## config.mk

```make
export PLATFORM = sky130hd
export DESIGN_NAME = stream_pattern_replace
export DESIGN_NICKNAME = d
export VERILOG_FILES = /design/src/hw/rtl/spr_pkg.sv /design/src/hw/rtl/spr_ram.sv /design/src/hw/rtl/spr_queue.sv /design/src/hw/rtl/spr_front.sv /design/src/hw/rtl/spr_back.sv /design/src/hw/rtl/stream_pattern_replace.sv
export SDC_FILE = /design/constraint.sdc
export NUM_CORES = 2
export LEC_CHECK = 0
export ABC_AREA = 1
export BUFFER_PORTS_ARGS = -buffer_cell sky130_fd_sc_hd__clkbuf_2
export CORE_MARGIN = 2
export CORE_UTILIZATION = 45
export DETAILED_ROUTE_END_ITERATION = 6
export PLACE_DENSITY = 0.74
export REMOVE_ABC_BUFFERS = 1
export SLEW_MARGIN = 40
export SYNTH_ARGS = -nofsm -noshare
export SYNTH_HDL_FRONTEND = slang
export SYNTH_SLANG_ARGS = --single-unit
```

## constraint.sdc

```tcl
create_clock -name i_clk -period 4.3 [get_ports i_clk]
set_input_delay 0.215 -clock i_clk [delete_from_list [all_inputs] [get_ports i_clk]]
set_output_delay 0.215 -clock i_clk [all_outputs]
set_load 0.03 [all_outputs]
```

## src/hw/rtl/spr_pkg.sv

```systemverilog
// Shared codes, widths and the front-to-back command type of the pattern replacer.
package spr_pkg;

    // Input item function codes
    localparam logic [2:0] F_DATA    = 3'd0;
    localparam logic [2:0] F_WR_SRC  = 3'd1;
    localparam logic [2:0] F_WR_REP  = 3'd2;
    localparam logic [2:0] F_WR_LEN  = 3'd3;
    localparam logic [2:0] F_TICK    = 3'd4;

    // Configuration register indexes
    localparam int          CFG_IDX_W         = 2;
    localparam logic [1:0]  REG_PATTERN_COUNT = 2'd0;
    localparam logic [1:0]  REG_TIMEOUT       = 2'd1;

    // Command fields sized for the largest table the block supports
    localparam int PAT_W = 4;
    localparam int LEN_W = 7;

    // One queue entry: either a literal byte or a whole replacement run
    typedef struct packed {
        logic             is_rep;
        logic [7:0]       data;
        logic             tmo;
        logic             last;
        logic [PAT_W-1:0] pat;
        logic [LEN_W-1:0] len;
    } t_cmd;

endpackage

```

## src/hw/rtl/spr_ram.sv

```systemverilog
// Generic single-write, single-read RAM with registered read data.
module spr_ram #(
    parameter int WIDTH = 8,
    parameter int DEPTH = 16
) (
    input  logic                     i_clk,
    input  logic                     i_we,
    input  logic [$clog2(DEPTH)-1:0] i_waddr,
    input  logic [WIDTH-1:0]         i_wdata,
    input  logic                     i_re,
    input  logic [$clog2(DEPTH)-1:0] i_raddr,
    output logic [WIDTH-1:0]         o_rdata
);

    logic [WIDTH-1:0] r_mem [DEPTH];
    logic [WIDTH-1:0] r_rdata;

    always_ff @(posedge i_clk) begin
        if (i_we) begin
            r_mem[i_waddr] <= i_wdata;
        end
        if (i_re) begin
            r_rdata <= r_mem[i_raddr];
        end
    end

    assign o_rdata = r_rdata;

endmodule

```

## src/hw/rtl/spr_queue.sv

```systemverilog
// Small command FIFO between the match front end and the output back end.
module spr_queue #(
    parameter int DEPTH = 4
) (
    input  logic          i_clk,
    input  logic          i_rst_n,
    input  logic          i_push,
    input  spr_pkg::t_cmd i_data,
    input  logic          i_pop,
    output spr_pkg::t_cmd o_data,
    output logic          o_full,
    output logic          o_empty
);

    localparam int AW = (DEPTH > 1) ? $clog2(DEPTH) : 1;

    spr_pkg::t_cmd   r_mem [DEPTH];
    logic [AW-1:0]   r_wp;
    logic [AW-1:0]   r_rp;
    logic [AW:0]     r_cnt;

    assign o_full  = (int'(r_cnt) == DEPTH);
    assign o_empty = (r_cnt == '0);
    assign o_data  = r_mem[r_rp];

    // storage
    always_ff @(posedge i_clk) begin
        if (i_push && !o_full) begin
            r_mem[r_wp] <= i_data;
        end
    end

    // pointers and fill level
    always_ff @(posedge i_clk) begin
        if (!i_rst_n) begin
            r_wp  <= '0;
            r_rp  <= '0;
            r_cnt <= '0;
        end else begin
            if (i_push && !o_full) begin
                r_wp <= (int'(r_wp) == DEPTH - 1) ? '0 : r_wp + 1'b1;
            end
            if (i_pop && !o_empty) begin
                r_rp <= (int'(r_rp) == DEPTH - 1) ? '0 : r_rp + 1'b1;
            end
            if ((i_push && !o_full) && !(i_pop && !o_empty)) begin
                r_cnt <= r_cnt + 1'b1;
            end else if (!(i_push && !o_full) && (i_pop && !o_empty)) begin
                r_cnt <= r_cnt - 1'b1;
            end
        end
    end

endmodule

```

## src/hw/rtl/spr_front.sv

```systemverilog
// Front end: takes input items and config, holds pending bytes, matches suffixes, queues commands.
module spr_front #(
    parameter int NUM_PATTERNS = 4,
    parameter int MAX_LEN      = 16
) (
    input  logic                   i_clk,
    input  logic                   i_rst_n,
    // input item channel
    input  logic                   i_in_valid,
    output logic                   o_in_ready,
    input  logic [2:0]             i_func,
    input  logic [7:0]             i_data_byte,
    input  logic [1:0]             i_pattern_index,
    input  logic [3:0]             i_byte_index,
    input  logic [4:0]             i_source_length,
    input  logic [4:0]             i_replace_length,
    // configuration writes
    input  logic                   i_cfg_valid,
    input  logic [spr_pkg::CFG_IDX_W-1:0] i_cfg_index,
    input  logic [15:0]            i_cfg_data,
    // replacement table write port
    output logic                   o_rep_we,
    output logic [$clog2(NUM_PATTERNS*MAX_LEN)-1:0] o_rep_waddr,
    output logic [7:0]             o_rep_wdata,
    // command queue
    output logic                   o_push,
    output spr_pkg::t_cmd          o_cmd,
    input  logic                   i_q_full,
    input  logic                   i_back_idle
);

    localparam int IW  = $clog2(MAX_LEN);
    localparam int CW  = $clog2(MAX_LEN + 1);
    localparam int PIW = (NUM_PATTERNS > 1) ? $clog2(NUM_PATTERNS) : 1;
    localparam int RAW = $clog2(NUM_PATTERNS * MAX_LEN);
    localparam int PW  = spr_pkg::PAT_W;
    localparam int LW  = spr_pkg::LEN_W;

    localparam logic [2:0] S_IDLE  = 3'd0;
    localparam logic [2:0] S_MATCH = 3'd1;
    localparam logic [2:0] S_RES   = 3'd2;
    localparam logic [2:0] S_DEC   = 3'd3;
    localparam logic [2:0] S_EMIT  = 3'd4;
    localparam logic [2:0] S_REP   = 3'd5;

    logic [2:0]                             r_state, n_state;
    logic [MAX_LEN-1:0][7:0]                r_buf, n_buf;     // newest byte at index 0
    logic [MAX_LEN-1:0][7:0]                r_win, n_win;     // shifting compare window
    logic [MAX_LEN-1:0][NUM_PATTERNS-1:0]   r_flag, n_flag;   // [size-1][pattern] still matching
    logic [CW-1:0]                          r_cnt, n_cnt;
    logic [CW-1:0]                          r_len, n_len;
    logic [IW-1:0]                          r_j, n_j;
    logic [CW-1:0]                          r_sz, n_sz;
    logic                                   r_found, n_found;
    logic [PIW-1:0]                         r_hit, n_hit;
    logic [CW-1:0]                          r_keep, n_keep;
    logic [CW-1:0]                          r_left, n_left;
    logic [IW-1:0]                          r_idx, n_idx;
    logic                                   r_tmo, n_tmo;
    logic                                   r_rep_pend, n_rep_pend;
    logic [PIW-1:0]                         r_rep_pat, n_rep_pat;
    logic [CW-1:0]                          r_rep_len, n_rep_len;
    logic [15:0]                            r_idle, n_idle;
    logic [2:0]                             r_pc;
    logic [15:0]                            r_tmo_ticks;
    logic [CW-1:0]                          r_slen [NUM_PATTERNS];
    logic [CW-1:0]                          r_rlen [NUM_PATTERNS];

    logic [NUM_PATTERNS-1:0][7:0]           src_row;
    logic [IW-1:0]                          src_raddr;
    logic                                   acc;
    logic                                   tbl_ok;

    assign o_in_ready = (r_state == S_IDLE) && ((i_func != spr_pkg::F_WR_REP) || i_back_idle);
    assign acc        = i_in_valid && o_in_ready;
    assign tbl_ok     = (int'(i_pattern_index) < NUM_PATTERNS) && (int'(i_byte_index) < MAX_LEN);

    // one source RAM per pattern, all read at the same byte position
    for (genvar g = 0; g < NUM_PATTERNS; g++) begin : g_src
        spr_ram #(
            .WIDTH (8),
            .DEPTH (MAX_LEN)
        ) u_src_ram (
            .i_clk   (i_clk),
            .i_we    (acc && (i_func == spr_pkg::F_WR_SRC) && tbl_ok &&
                      (int'(i_pattern_index) == g)),
            .i_waddr (IW'(i_byte_index)),
            .i_wdata (i_data_byte),
            .i_re    (1'b1),
            .i_raddr (src_raddr),
            .o_rdata (src_row[g])
        );
    end

    assign src_raddr = (r_state == S_MATCH) ? r_j + 1'b1 : '0;

    // replacement table writes go straight to the back end's RAM
    assign o_rep_we    = acc && (i_func == spr_pkg::F_WR_REP) && tbl_ok;
    assign o_rep_waddr = RAW'(int'(i_pattern_index) * MAX_LEN + int'(i_byte_index));
    assign o_rep_wdata = i_data_byte;

    // main sequencer
    always_comb begin
        logic [16:0]             idle_inc;
        logic [CW-1:0]           nlit;
        logic [CW-1:0]           rl;
        logic [CW-1:0]           newcnt;
        logic                    any_full;
        logic [PIW-1:0]          first_full;
        logic [IW-1:0]           k_sz;
        n_state    = r_state;
        n_buf      = r_buf;
        n_win      = r_win;
        n_flag     = r_flag;
        n_cnt      = r_cnt;
        n_len      = r_len;
        n_j        = r_j;
        n_sz       = r_sz;
        n_found    = r_found;
        n_hit      = r_hit;
        n_keep     = r_keep;
        n_left     = r_left;
        n_idx      = r_idx;
        n_tmo      = r_tmo;
        n_rep_pend = r_rep_pend;
        n_rep_pat  = r_rep_pat;
        n_rep_len  = r_rep_len;
        n_idle     = r_idle;
        o_push     = 1'b0;
        o_cmd      = '0;
        idle_inc   = {1'b0, r_idle} + 17'd1;
        nlit       = '0;
        rl         = '0;
        newcnt     = '0;
        any_full   = 1'b0;
        first_full = '0;
        k_sz       = IW'(r_sz - 1'b1);

        case (r_state)
            S_IDLE: begin
                if (acc && (i_func == spr_pkg::F_DATA)) begin
                    // append the byte and arm the suffix flags
                    n_buf[0] = i_data_byte;
                    for (int k = 1; k < MAX_LEN; k++) begin
                        n_buf[k] = r_buf[k-1];
                    end
                    n_win = n_buf;
                    for (int k = 0; k < MAX_LEN; k++) begin
                        for (int p = 0; p < NUM_PATTERNS; p++) begin
                            n_flag[k][p] = (k < int'(r_cnt) + 1) &&
                                           (k + 1 <= int'(r_slen[p])) &&
                                           (p < int'(r_pc));
                        end
                    end
                    n_len   = r_cnt + 1'b1;
                    n_j     = '0;
                    n_state = S_MATCH;
                end else if (acc && (i_func == spr_pkg::F_TICK)) begin
                    if ((r_tmo_ticks == '0) || (r_cnt == '0)) begin
                        n_idle = '0;
                    end else if (idle_inc >= {1'b0, r_tmo_ticks}) begin
                        // idle timeout: release everything held
                        n_left     = r_cnt;
                        n_idx      = IW'(r_cnt - 1'b1);
                        n_tmo      = 1'b1;
                        n_rep_pend = 1'b0;
                        n_cnt      = '0;
                        n_idle     = '0;
                        n_state    = S_EMIT;
                    end else begin
                        n_idle = idle_inc[15:0];
                    end
                end
            end

            S_MATCH: begin
                // compare byte position j of every pattern against every live suffix
                for (int k = 0; k < MAX_LEN; k++) begin
                    for (int p = 0; p < NUM_PATTERNS; p++) begin
                        if (int'(r_j) <= k) begin
                            n_flag[k][p] = r_flag[k][p] && (r_win[k] == src_row[p]);
                        end
                    end
                end
                n_win[0] = '0;
                for (int k = 1; k < MAX_LEN; k++) begin
                    n_win[k] = r_win[k-1];
                end
                if (int'(r_j) == int'(r_len) - 1) begin
                    n_sz    = CW'(1);
                    n_found = 1'b0;
                    n_keep  = '0;
                    n_state = S_RES;
                end else begin
                    n_j = r_j + 1'b1;
                end
            end

            S_RES: begin
                // walk suffix sizes upward: first full match wins, else track longest prefix
                for (int p = NUM_PATTERNS - 1; p >= 0; p--) begin
                    if (r_flag[k_sz][p] && (r_slen[p] == r_sz)) begin
                        any_full   = 1'b1;
                        first_full = PIW'(p);
                    end
                end
                if (any_full) begin
                    n_found = 1'b1;
                    n_hit   = first_full;
                    n_state = S_DEC;
                end else begin
                    if (|r_flag[k_sz]) begin
                        n_keep = r_sz;
                    end
                    if (r_sz == r_len) begin
                        n_state = S_DEC;
                    end else begin
                        n_sz = r_sz + 1'b1;
                    end
                end
            end

            S_DEC: begin
                if (r_found) begin
                    nlit   = r_len - r_sz;
                    rl     = r_rlen[r_hit];
                    newcnt = '0;
                end else begin
                    nlit   = r_len - r_keep;
                    rl     = '0;
                    newcnt = r_keep;
                end
                n_cnt      = newcnt;
                n_left     = nlit;
                n_idx      = IW'(r_len - 1'b1);
                n_tmo      = 1'b0;
                n_rep_pend = (rl != '0);
                n_rep_pat  = r_hit;
                n_rep_len  = rl;
                if ((nlit != '0) || (rl != '0) || (newcnt == '0)) begin
                    n_idle = '0;
                end
                if (nlit != '0) begin
                    n_state = S_EMIT;
                end else if (rl != '0) begin
                    n_state = S_REP;
                end else begin
                    n_state = S_IDLE;
                end
            end

            S_EMIT: begin
                // oldest held bytes first
                if (!i_q_full) begin
                    o_push      = 1'b1;
                    o_cmd.data  = r_buf[r_idx];
                    o_cmd.tmo   = r_tmo;
                    o_cmd.last  = (r_left == CW'(1)) && !r_rep_pend;
                    n_left      = r_left - 1'b1;
                    n_idx       = r_idx - 1'b1;
                    if (r_left == CW'(1)) begin
                        n_state = r_rep_pend ? S_REP : S_IDLE;
                    end
                end
            end

            S_REP: begin
                if (!i_q_full) begin
                    o_push       = 1'b1;
                    o_cmd.is_rep = 1'b1;
                    o_cmd.last   = 1'b1;
                    o_cmd.pat    = PW'(r_rep_pat);
                    o_cmd.len    = LW'(r_rep_len);
                    n_state      = S_IDLE;
                end
            end

            default: begin
                n_state = S_IDLE;
            end
        endcase
    end

    // sequencer registers
    always_ff @(posedge i_clk) begin
        if (!i_rst_n) begin
            r_state <= S_IDLE;
            r_cnt   <= '0;
            r_idle  <= '0;
        end else begin
            r_state <= n_state;
            r_cnt   <= n_cnt;
            r_idle  <= n_idle;
        end
    end

    // working data, no reset needed
    always_ff @(posedge i_clk) begin
        r_buf      <= n_buf;
        r_win      <= n_win;
        r_flag     <= n_flag;
        r_len      <= n_len;
        r_j        <= n_j;
        r_sz       <= n_sz;
        r_found    <= n_found;
        r_hit      <= n_hit;
        r_keep     <= n_keep;
        r_left     <= n_left;
        r_idx      <= n_idx;
        r_tmo      <= n_tmo;
        r_rep_pend <= n_rep_pend;
        r_rep_pat  <= n_rep_pat;
        r_rep_len  <= n_rep_len;
    end

    // configuration registers and pattern lengths
    always_ff @(posedge i_clk) begin
        if (!i_rst_n) begin
            r_pc        <= '0;
            r_tmo_ticks <= 16'd2;
            for (int p = 0; p < NUM_PATTERNS; p++) begin
                r_slen[p] <= CW'(1);
                r_rlen[p] <= '0;
            end
        end else begin
            if (i_cfg_valid && (i_cfg_index == spr_pkg::REG_PATTERN_COUNT)) begin
                r_pc <= (int'(i_cfg_data[2:0]) > NUM_PATTERNS) ? 3'(NUM_PATTERNS)
                                                                : i_cfg_data[2:0];
            end
            if (i_cfg_valid && (i_cfg_index == spr_pkg::REG_TIMEOUT)) begin
                r_tmo_ticks <= i_cfg_data;
            end
            if (acc && (i_func == spr_pkg::F_WR_LEN) &&
                (int'(i_pattern_index) < NUM_PATTERNS)) begin
                for (int p = 0; p < NUM_PATTERNS; p++) begin
                    if (int'(i_pattern_index) == p) begin
                        if (i_source_length == '0) begin
                            r_slen[p] <= CW'(1);
                        end else if (int'(i_source_length) > MAX_LEN) begin
                            r_slen[p] <= CW'(MAX_LEN);
                        end else begin
                            r_slen[p] <= CW'(i_source_length);
                        end
                        if (int'(i_replace_length) > MAX_LEN) begin
                            r_rlen[p] <= CW'(MAX_LEN);
                        end else begin
                            r_rlen[p] <= CW'(i_replace_length);
                        end
                    end
                end
            end
        end
    end

endmodule

```

## src/hw/rtl/spr_back.sv

```systemverilog
// Back end: drains queued commands into the output register, expanding replacement runs.
module spr_back #(
    parameter int NUM_PATTERNS = 4,
    parameter int MAX_LEN      = 16
) (
    input  logic          i_clk,
    input  logic          i_rst_n,
    // command queue
    input  spr_pkg::t_cmd i_cmd,
    input  logic          i_q_empty,
    output logic          o_pop,
    output logic          o_idle,
    // replacement table read port
    output logic          o_rep_re,
    output logic [$clog2(NUM_PATTERNS*MAX_LEN)-1:0] o_rep_raddr,
    input  logic [7:0]    i_rep_rdata,
    // result channel
    output logic          o_out_valid,
    input  logic          i_out_ready,
    output logic [7:0]    o_out_byte,
    output logic          o_from_replacement,
    output logic          o_timeout_flush,
    output logic          o_is_last
);

    localparam int CW  = $clog2(MAX_LEN + 1);
    localparam int PIW = (NUM_PATTERNS > 1) ? $clog2(NUM_PATTERNS) : 1;
    localparam int RAW = $clog2(NUM_PATTERNS * MAX_LEN);

    localparam logic [1:0] B_IDLE = 2'd0;
    localparam logic [1:0] B_RD   = 2'd1;
    localparam logic [1:0] B_WR   = 2'd2;

    logic [1:0]     r_state;
    logic [PIW-1:0] r_pat;
    logic [CW-1:0]  r_len;
    logic [CW-1:0]  r_k;
    logic           r_last;
    logic           r_ov;
    logic [7:0]     r_ob;
    logic           r_ofr;
    logic           r_otmo;
    logic           r_olast;
    logic           slot_free;
    logic           run_end;

    assign slot_free   = !r_ov || i_out_ready;
    assign o_pop       = (r_state == B_IDLE) && !i_q_empty && slot_free;
    assign o_idle      = (r_state == B_IDLE) && i_q_empty;
    assign o_rep_re    = (r_state == B_RD);
    assign o_rep_raddr = RAW'(int'(r_pat) * MAX_LEN + int'(r_k));
    assign run_end     = (r_k == r_len - 1'b1);

    // command execution
    always_ff @(posedge i_clk) begin
        if (!i_rst_n) begin
            r_state <= B_IDLE;
            r_ov    <= 1'b0;
        end else begin
            // output register fills on a literal or a fetched replacement byte
            r_ov <= (o_pop && !i_cmd.is_rep) || ((r_state == B_WR) && slot_free) ||
                    (r_ov && !i_out_ready);
            case (r_state)
                B_IDLE: begin
                    if (o_pop && i_cmd.is_rep) begin
                        r_state <= B_RD;
                    end
                end
                B_RD: begin
                    r_state <= B_WR;
                end
                B_WR: begin
                    if (slot_free) begin
                        r_state <= run_end ? B_IDLE : B_RD;
                    end
                end
                default: begin
                    r_state <= B_IDLE;
                end
            endcase
        end
    end

    // payload of the output register and the run counters
    always_ff @(posedge i_clk) begin
        if ((r_state == B_IDLE) && o_pop) begin
            r_pat   <= PIW'(i_cmd.pat);
            r_len   <= CW'(i_cmd.len);
            r_k     <= '0;
            r_last  <= i_cmd.last;
            r_ob    <= i_cmd.data;
            r_ofr   <= 1'b0;
            r_otmo  <= i_cmd.tmo;
            r_olast <= i_cmd.last;
        end else if ((r_state == B_WR) && slot_free) begin
            r_ob    <= i_rep_rdata;
            r_ofr   <= 1'b1;
            r_otmo  <= 1'b0;
            r_olast <= r_last && run_end;
            r_k     <= r_k + 1'b1;
        end
    end

    assign o_out_valid        = r_ov;
    assign o_out_byte         = r_ob;
    assign o_from_replacement = r_ofr;
    assign o_timeout_flush    = r_otmo;
    assign o_is_last          = r_olast;

endmodule

```

## src/hw/rtl/stream_pattern_replace.sv

```systemverilog
// Stream search-and-replace top level: front end, command queue, back end and replacement RAM.
//
// A data byte is held in a pending buffer of up to MAX_LEN bytes; the block then walks the
// source patterns one byte position per cycle (one row read from the per-pattern source RAMs,
// compared against every live suffix at once), then scans suffix sizes one per cycle to pick
// the shortest full match. A data byte therefore keeps the input side busy through these two
// scans, a decision step, the release of each literal byte and of a replacement run into the
// command queue, and while the queue is full. A tick that times out also releases every held
// byte into the queue. Output bytes drain from a 4-entry command queue: literals at one per
// cycle while the receiver is ready, replacement bytes through the registered read of the
// replacement RAM, a read state and a write state per byte. A replacement byte write waits
// until the back end has drained. Tables need no clearing after reset.
module stream_pattern_replace #(
    parameter int NUM_PATTERNS = 4,
    parameter int MAX_LEN      = 16
) (
    input  logic                              i_clk,
    input  logic                              i_rst_n,
    // input items
    input  logic                              i_in_valid,
    output logic                              o_in_ready,
    input  logic [2:0]                        i_func,
    input  logic [7:0]                        i_data_byte,
    input  logic [1:0]                        i_pattern_index,
    input  logic [3:0]                        i_byte_index,
    input  logic [4:0]                        i_source_length,
    input  logic [4:0]                        i_replace_length,
    // configuration
    input  logic                              i_cfg_valid,
    output logic                              o_cfg_ready,
    input  logic [spr_pkg::CFG_IDX_W-1:0]     i_cfg_index,
    input  logic [15:0]                       i_cfg_data,
    // results
    output logic                              o_out_valid,
    input  logic                              i_out_ready,
    output logic [7:0]                        o_out_byte,
    output logic                              o_from_replacement,
    output logic                              o_timeout_flush,
    output logic                              o_is_last
);

    localparam int RAW = $clog2(NUM_PATTERNS * MAX_LEN);

    logic               rep_we;
    logic [RAW-1:0]     rep_waddr;
    logic [7:0]         rep_wdata;
    logic               rep_re;
    logic [RAW-1:0]     rep_raddr;
    logic [7:0]         rep_rdata;
    logic               push;
    logic               pop;
    spr_pkg::t_cmd      cmd_in;
    spr_pkg::t_cmd      cmd_out;
    logic               q_full;
    logic               q_empty;
    logic               back_idle;

    assign o_cfg_ready = 1'b1;

    spr_front #(
        .NUM_PATTERNS (NUM_PATTERNS),
        .MAX_LEN      (MAX_LEN)
    ) u_front (
        .i_clk            (i_clk),
        .i_rst_n          (i_rst_n),
        .i_in_valid       (i_in_valid),
        .o_in_ready       (o_in_ready),
        .i_func           (i_func),
        .i_data_byte      (i_data_byte),
        .i_pattern_index  (i_pattern_index),
        .i_byte_index     (i_byte_index),
        .i_source_length  (i_source_length),
        .i_replace_length (i_replace_length),
        .i_cfg_valid      (i_cfg_valid),
        .i_cfg_index      (i_cfg_index),
        .i_cfg_data       (i_cfg_data),
        .o_rep_we         (rep_we),
        .o_rep_waddr      (rep_waddr),
        .o_rep_wdata      (rep_wdata),
        .o_push           (push),
        .o_cmd            (cmd_in),
        .i_q_full         (q_full),
        .i_back_idle      (back_idle)
    );

    spr_queue #(
        .DEPTH (4)
    ) u_queue (
        .i_clk   (i_clk),
        .i_rst_n (i_rst_n),
        .i_push  (push),
        .i_data  (cmd_in),
        .i_pop   (pop),
        .o_data  (cmd_out),
        .o_full  (q_full),
        .o_empty (q_empty)
    );

    // replacement pattern bytes, written by the front end, read by the back end
    spr_ram #(
        .WIDTH (8),
        .DEPTH (NUM_PATTERNS * MAX_LEN)
    ) u_rep_ram (
        .i_clk   (i_clk),
        .i_we    (rep_we),
        .i_waddr (rep_waddr),
        .i_wdata (rep_wdata),
        .i_re    (rep_re),
        .i_raddr (rep_raddr),
        .o_rdata (rep_rdata)
    );

    spr_back #(
        .NUM_PATTERNS (NUM_PATTERNS),
        .MAX_LEN      (MAX_LEN)
    ) u_back (
        .i_clk              (i_clk),
        .i_rst_n            (i_rst_n),
        .i_cmd              (cmd_out),
        .i_q_empty          (q_empty),
        .o_pop              (pop),
        .o_idle             (back_idle),
        .o_rep_re           (rep_re),
        .o_rep_raddr        (rep_raddr),
        .i_rep_rdata        (rep_rdata),
        .o_out_valid        (o_out_valid),
        .i_out_ready        (i_out_ready),
        .o_out_byte         (o_out_byte),
        .o_from_replacement (o_from_replacement),
        .o_timeout_flush    (o_timeout_flush),
        .o_is_last          (o_is_last)
    );

endmodule

```

======== After elaboration in Yosys (flattened, before gate mapping) ========
Memories as Yosys holds them, arrays and structs flattened. A register that Yosys moved wholly into a read port is not among the register bits.
Index checks and enable logic that the tools add are counted.
storage, ports and cells
  flip-flop bits (word level) ............. 437
  RAM bits ................................ 1,152
  bits of input ports ..................... 50
  memories kept ........................... 8
memory list
  memory                            depth  width  read ports  clocked after memory_dff  wr ports  line             text
  u_rep_ram.r_mem                   64     8      1           1                         1         spr_ram.sv:15    logic [WIDTH-1:0] r_mem [DEPTH];
  u_front.g_src[0].u_src_ram.r_mem  16     8      1           1                         1         spr_ram.sv:15
  u_front.g_src[1].u_src_ram.r_mem  16     8      1           1                         1         spr_ram.sv:15
  u_front.g_src[2].u_src_ram.r_mem  16     8      1           1                         1         spr_ram.sv:15
  u_front.g_src[3].u_src_ram.r_mem  16     8      1           1                         1         spr_ram.sv:15
  u_queue.r_mem                     4      22     1           1                         1         spr_queue.sv:17  spr_pkg::t_cmd r_mem [DEPTH];
  2 more memories                   -      -      -           -                         -         -
operators by class
  add/subtract/negate cells ............... 21
  $lt $le $gt $ge ......................... 105
  eq/ne operators ......................... 127
  mux-type cells .......................... 289
  bitwise gates (word level) .............. 20
  reductions and logical operators ........ 286
operator list
  cell                   number
  $eq A8 B8 Y1           64
  $lt A5 B32 Y1 const A  8
  $pmux W128 S2          1
  $logic_and A1 B1 Y1    223
  $mux W5                41
  $mux W1                184
  $le A4 B5 Y1 const A   32
  $lt A4 B32 Y1 const A  4
  $mux W128              1
  $pmux W64 S2           1
  $le A3 B5 Y1 const A   16
  $mux W16               5
  $lt A3 B32 Y1 const A  2
  $mux W64               1
  $ne A2 B2 Y1 const B   27
  $reduce_and A3 Y1      17
  $mux W3                16
  $le A2 B5 Y1 const A   8
  $mux W4                9
  $bmux W8 S4            1
  $eq A5 B32 Y1          1
  $lt A1 B32 Y1 const A  1
  $lt A2 B32 Y1 const A  1
  $pmux W16 S2           1
  other kinds (67)       183

======== Depth between registers and ports, before layout ========
  depth after elaboration ................. 12
  depth in mapped cells ................... 24

======== Cells and area by module ========
A second synthesis with hierarchy kept.
unflattened totals
  cell total of the unflattened synthesis .. 7,850
  area total of the unflattened synthesis .. 78,038.6 um2
by module, submodules not included
  module                                     times used  cells an instance  area an instance (um2)
  spr_front                                  1           3,378              28,124.5
  spr_ram at u_front.g_src[0].u_src_ram ...  4           551                5,846.9
  spr_ram at u_rep_ram                       1           1,822              21,371.7
  spr_queue                                  1           285                3,794.9
  spr_back                                   1           159                1,348.8
  stream_pattern_replace                     1           2                  11.3

======== Least setup slack after synthesis ========
OpenSTA, ideal clock, no wires.
  path kind ............................... reg-to-reg
  start ................................... reg u_queue.r_cnt[0]
  end ..................................... reg u_front.r_buf[0] (netlist name) (enable)
  library setup time ...................... 486 ps
  arrival ................................. 4,112 ps
  data required time ...................... 3,814 ps
  path slack .............................. -298 ps
  stages on the path, launching flop included .. 10
  cell sequence ........................... dfxtp_1 > nor2_1 > nand2_1 > o21ai_1 > inv_1 > nor2_1 > nand2_1 > nor2_1 > nand2_1 > inv_1
between the ends
  word-level cells in the longest chain between the ends .. 7
RTL lines
  element                             line                          text
  from (decl)                         spr_queue.sv:20               logic [AW:0] r_cnt;
  from (signal assigned)              spr_queue.sv:47               r_cnt <= r_cnt + 1'b1;
  from (signal assigned)              spr_queue.sv:49               r_cnt <= r_cnt - 1'b1;
  $logic_not A3 Y1                    spr_queue.sv:23               assign o_empty = (r_cnt == '0);
  $logic_and A1 B1 Y1                 spr_back.sv:49                assign o_idle = (r_state == B_IDLE) && i_q_empty;
  $logic_or A1 B1 Y1                  spr_front.sv:74               assign o_in_ready = (r_state == S_IDLE) && ((i_func != spr_pkg::F_WR_REP) || i_back_idle);
  $logic_and A1 B1 Y1                 spr_front.sv:74
  named net o_in_ready                stream_pattern_replace.sv:21  output logic o_in_ready,
  $logic_and A1 B1 Y1                 spr_front.sv:75               assign acc = i_in_valid && o_in_ready;
  $logic_and A1 B1 Y1                 spr_front.sv:141              if (acc && (i_func == spr_pkg::F_DATA)) begin
  $reduce_and A2 Y1 (no source line)  -
  to (signal assigned)                spr_front.sv:299              r_buf <= n_buf;
  to (decl)                           spr_front.sv:47               logic [MAX_LEN-1:0][7:0] r_buf, n_buf;
The timed path passes the listed nets, and every way through them passes these cells.
A chain may end at the register's enable or synchronous reset.

======== Worst setup path after layout ========
  start ................................... reg u_front.r_idle[0]
  end ..................................... reg u_front.r_left[3] (enable)
between the ends
  word-level cells in the longest chain between the ends .. 4
RTL lines
  element                             line              text
  from (decl)                         spr_front.sv:63   logic [15:0] r_idle, n_idle;
  from (signal assigned)              spr_front.sv:293  r_idle <= n_idle;
  $add A16 B1 Y17                     spr_front.sv:131  idle_inc = {1'b0, r_idle} + 17'd1;
  $ge A17 B16 Y1                      spr_front.sv:161  end else if (idle_inc >= {1'b0, r_tmo_ticks}) begin
  $ne A2 B2 Y1 (no source line)       -
  $reduce_and A6 Y1 (no source line)  -
  to (signal assigned)                spr_front.sv:308  r_left <= n_left;
  to (decl)                           spr_front.sv:57   logic [CW-1:0] r_left, n_left;
No other way between the ends.

==> results.cfg <==
[outcome]
status = finished with violations
violations = DRC

[critical_path]
critPathMaxStageDelay_ns = 0.39
critPathRequiredTime_ns = 4.79
setup.worst_path.end_class = flip-flop
crit_family = simple AND/OR/NAND/NOR gates
critPathSlowestCell = dfxtp_1
cp-start-kind = flip-flop
arrival_ns = 4.17
worst-path-buf-inv = 2
crit_fanout = 9
path_class = reg2reg
path_cells = ha_1 -> nand2_1 -> nor2_2 -> nand3_1 -> nor2_2 -> nand2_1 -> nor2_2 -> nand2_1 -> xnor2_1 -> ha_1 -> nand2_1 -> nor2_1 -> nand3_1 -> nor2_1 -> nor2_1 -> nand3_1 -> nand2_1 -> nand2_1 -> inv_1 -> nand2_1 -> o2111ai_1 -> a21oi_1 -> buf_4
cpMostUsedCell = nand2_1

[routing]
drt-initial-drc-count = 9605
wl_per_cell_um = 27.6
routed_wl_mm = 249
ant_nets = 0
firstDrtPassIters = 7
drcViolationCount = 58
via_per_inst = 6.27
num_vias = 56700

[sta]
period_share_pct = 85.7
final_max_slew_viol_count = 0
tightestPinTransition_ns = 0.946
timing.final.ws_setup_ns = 0.617
fin_skew_ns = 0.0613
tns_ns = 0
setup_viol = 0
fin_crit_ns = 3.68
hold_violations = 0
slew_headroom_pct = 36.5
fmax_mhz = 272
rsz0062_at_grt = false

[power]
pwr-share-clk_pct = 28.7
p_comb_share_pct = 30.9
p_switching_uw = 19400
swShare_pct = 38.3
seq_power_share_pct = 40.4
p_leak_uw = 0.0287
vdd_ir_drop_max_mv = 0.520
powerDensity_mw_per_mm2 = 616
internal_power_uw = 31300

[synthesis]
synth-seq-cells = 1615
synth_edf_count = 1522
synth_top_area_share_pct = 62.6
synth_warnings = 0
synth_area_leader_cell = edfxtp_1
ys_async_sr_fraction_pct = 0
synth_flop_cell = edfxtp_1
synth-seq-area-share_pct = 65.1
netlist_instances = 6682
synthesis.area_mm2 = 0.0730
syn-mean-instance-area_um2 = 10.9
ys_types = 64
synth_area_leaders = edfxtp_1 (63%), o21ai_0 (5.6%), nor2_1 (5.2%), nand2_1 (4.0%), dfxtp_1 (2.5%)

[layout]
fillers = 13700
fin_nets = 6845
final_cell_mix = edfxtp_1 (1,522), nor2_1 (983), o21ai_0 (817)
layout-drive-gt1-share_pct = 9.49
instances_no_fill = 9038
area_growth_pct = 12.8
diodes = 0
fin_util_pct = 51.2
final_common_cell = edfxtp_1

[grt]
grt_max_degree = 195
grtUsageTotal_pct = 29.6
antenna_found_initial = 10
overflow = 0
grt_pass1_wl_mm = 360
grt_pass1_vias = 53600

[die]
dieArea_mm2 = 0.166
start_util_pct = 45.4
die_h_um = 407
io_pins = 64
core_mm2 = 0.161
rows = 147
fp.dieW_um = 407

[placed_design]
place.port_buffers = 62
dp.cells = 8688
hpwl_mm = 164
place_congestion = 1.09
dpl_worst_slack_ns = 0.673

[clock_tree]
root_buffer = clkbuf_16
clk_pin_slew_ns = 0.06
clock_sinks = 1615
post_cts_buffers = 0
clk_latency_ns = 0.83
cts_buffer_depth = 3
cts_buffers = 162
htreeDepth = 4
cts_tree = yes

[flow_run]
max-cap-violations = 0

[min_path]
min_path_type = in2reg
==> worst register-to-register path, delay by kind of cell (launching register included) <==
kind	cells	cell delay, ns
AOI/OAI and AO/OA	2	0.27
xor gates and xnor gates	1	0.16
adders and majority gates	2	0.52
buffers and inverters	2	0.39
DFF	1	0.39
and+or+nand+nor	16	1.62
==> routing by layer <==
metal	routed length, um	global-route usage, %
met1	94000	40.2
met2	110000	44.4
met3	31900	6.98
met4	13900	14.7
met5	68	0
==> final cells by class <==
class | count | area [um^2] | share of cell area, %
sequential | 1615 | 47600 | 57.8
multi-input combinational | 4191 | 22100 | 26.9
clock buffer | 194 | 4300 | 5.22
timing repair buffer | 336 | 2760 | 3.35
tap | 2160 | 2700 | 3.28
inverter | 437 | 1660 | 2.01
clock inverter | 105 | 1210 | 1.47
==> registers in the layout, summed over array words and instances, names as in the netlist, 8 cells and up, named ones only <==
| register | flops |
|---|---|
| u_front.g_src.u_src_ram.r_mem | 512 |
| u_front.r_slen | 20 |
| u_front.r_flag | 64 |
| u_queue.r_mem | 72 |
| u_front.r_win | 128 |
| u_front.r_buf | 128 |
| u_back.o_out_byte | 8 |
| u_front.r_rlen | 20 |
| u_rep_ram.r_mem | 512 |
| u_front.r_idle | 16 |
| u_front.g_src.u_src_ram.o_rdata | 32 |
| u_rep_ram.o_rdata | 8 |
| u_front.r_tmo_ticks | 16 |
==> final timing paths <==
path	startpoint	endpoint	slack, ns	depth (start not counted)
setup reg to reg	u_front.r_idle[0]$_SDFFE_PN0P_	u_front.r_left[3]$_DFFE_PP_	0.62	23
hold reg to reg	u_front.r_buf[108]$_DFFE_PP_	u_front.r_buf[116]$_DFFE_PP_	0.45	0
hold / removal	i_func[1]	u_front.r_slen[3][0]$_DFFE_PP_	0.08	6
setup / recovery	u_front.r_idle[0]$_SDFFE_PN0P_	u_front.r_left[3]$_DFFE_PP_	0.62	23
==> power groups by stage <==
| stage | Combinational [uW] | Clock, uW | Sequential, uW |
|---|---|---|---|
| after floorplan | 8010 | 0 | 20600 |
| after global placement | 14500 | 0 | 20700 |
| after detailed placement | 14800 | 0 | 20700 |
| after CTS | 14900 | 14600 | 20400 |
| after global routing | 16400 | 15200 | 20500 |
| final | 15700 | 14600 | 20500 |
==> metrics by stage <==
step,cell area [um^2],hold WS (ns),total power [uW]
after detailed placement,76200,0.438,35500
after CTS,82200,0.00397,49900
after global placement,76200,0.431,35200
after floorplan,71200,0.314,28600
after global routing,82400,0.0922,52200
final,82400,0.0786,50700
==> what timing repair did <==
| item | in CTS | in global routing |
|---|---|---|
| hold endpoints to repair | 261 | 201 |
| hold buffers | 47 | 3 |
| gates resized for setup | 0 | 0 |
| setup endpoints to repair | 0 | 0 |
==> logic make-up after synthesis <==
| group | count (synthesis) | synth area share (%) |
|---|---|---|
| AND/OR/NAND/NOR | 2215 | 12.5 |
| AO/OA/AOI/OAI | 1708 | 14.1 |
| flip-flops | 1615 | 65.1 |
| buffers and inverters | 876 | 4.75 |
| XOR/XNOR | 214 | 2.59 |
| adder cells (fa/ha/maj) | 52 | 0.922 |
| other | 1 | 0.00514 |
| multiplexers | 1 | 0.0308 |
==> synth_stat cells, types with 3 or more instances <==
library cell,instances
xnor2_1,66
inv_1,392
fa_1,3
a221oi_1,35
a21oi_1,166
o21ai_1,59
clkbuf_1,311
nand3_2,4
o41ai_2,5
buf_2,90
o22ai_1,285
nor2_4,4
a21oi_2,4
nand4_1,70
a2111oi_0,30
buf_4,11
nand2_2,10
a211oi_1,9
o2111ai_1,11
o211ai_1,30
ha_1,49
nor2_1,1006
o31ai_1,10
o21ai_0,822
o41ai_1,23
nor2_2,10
o221ai_1,192
nor4_1,38
nand2_1,774
inv_2,25
nor3_1,45
clkinv_1,20
a32o_1,8
buf_1,22
edfxtp_1,1522
buf_6,3
dfxtp_1,93
a31oi_1,3
xor2_1,146
nand3_1,244
Note: power is estimated with default switching activity, not from simulation.
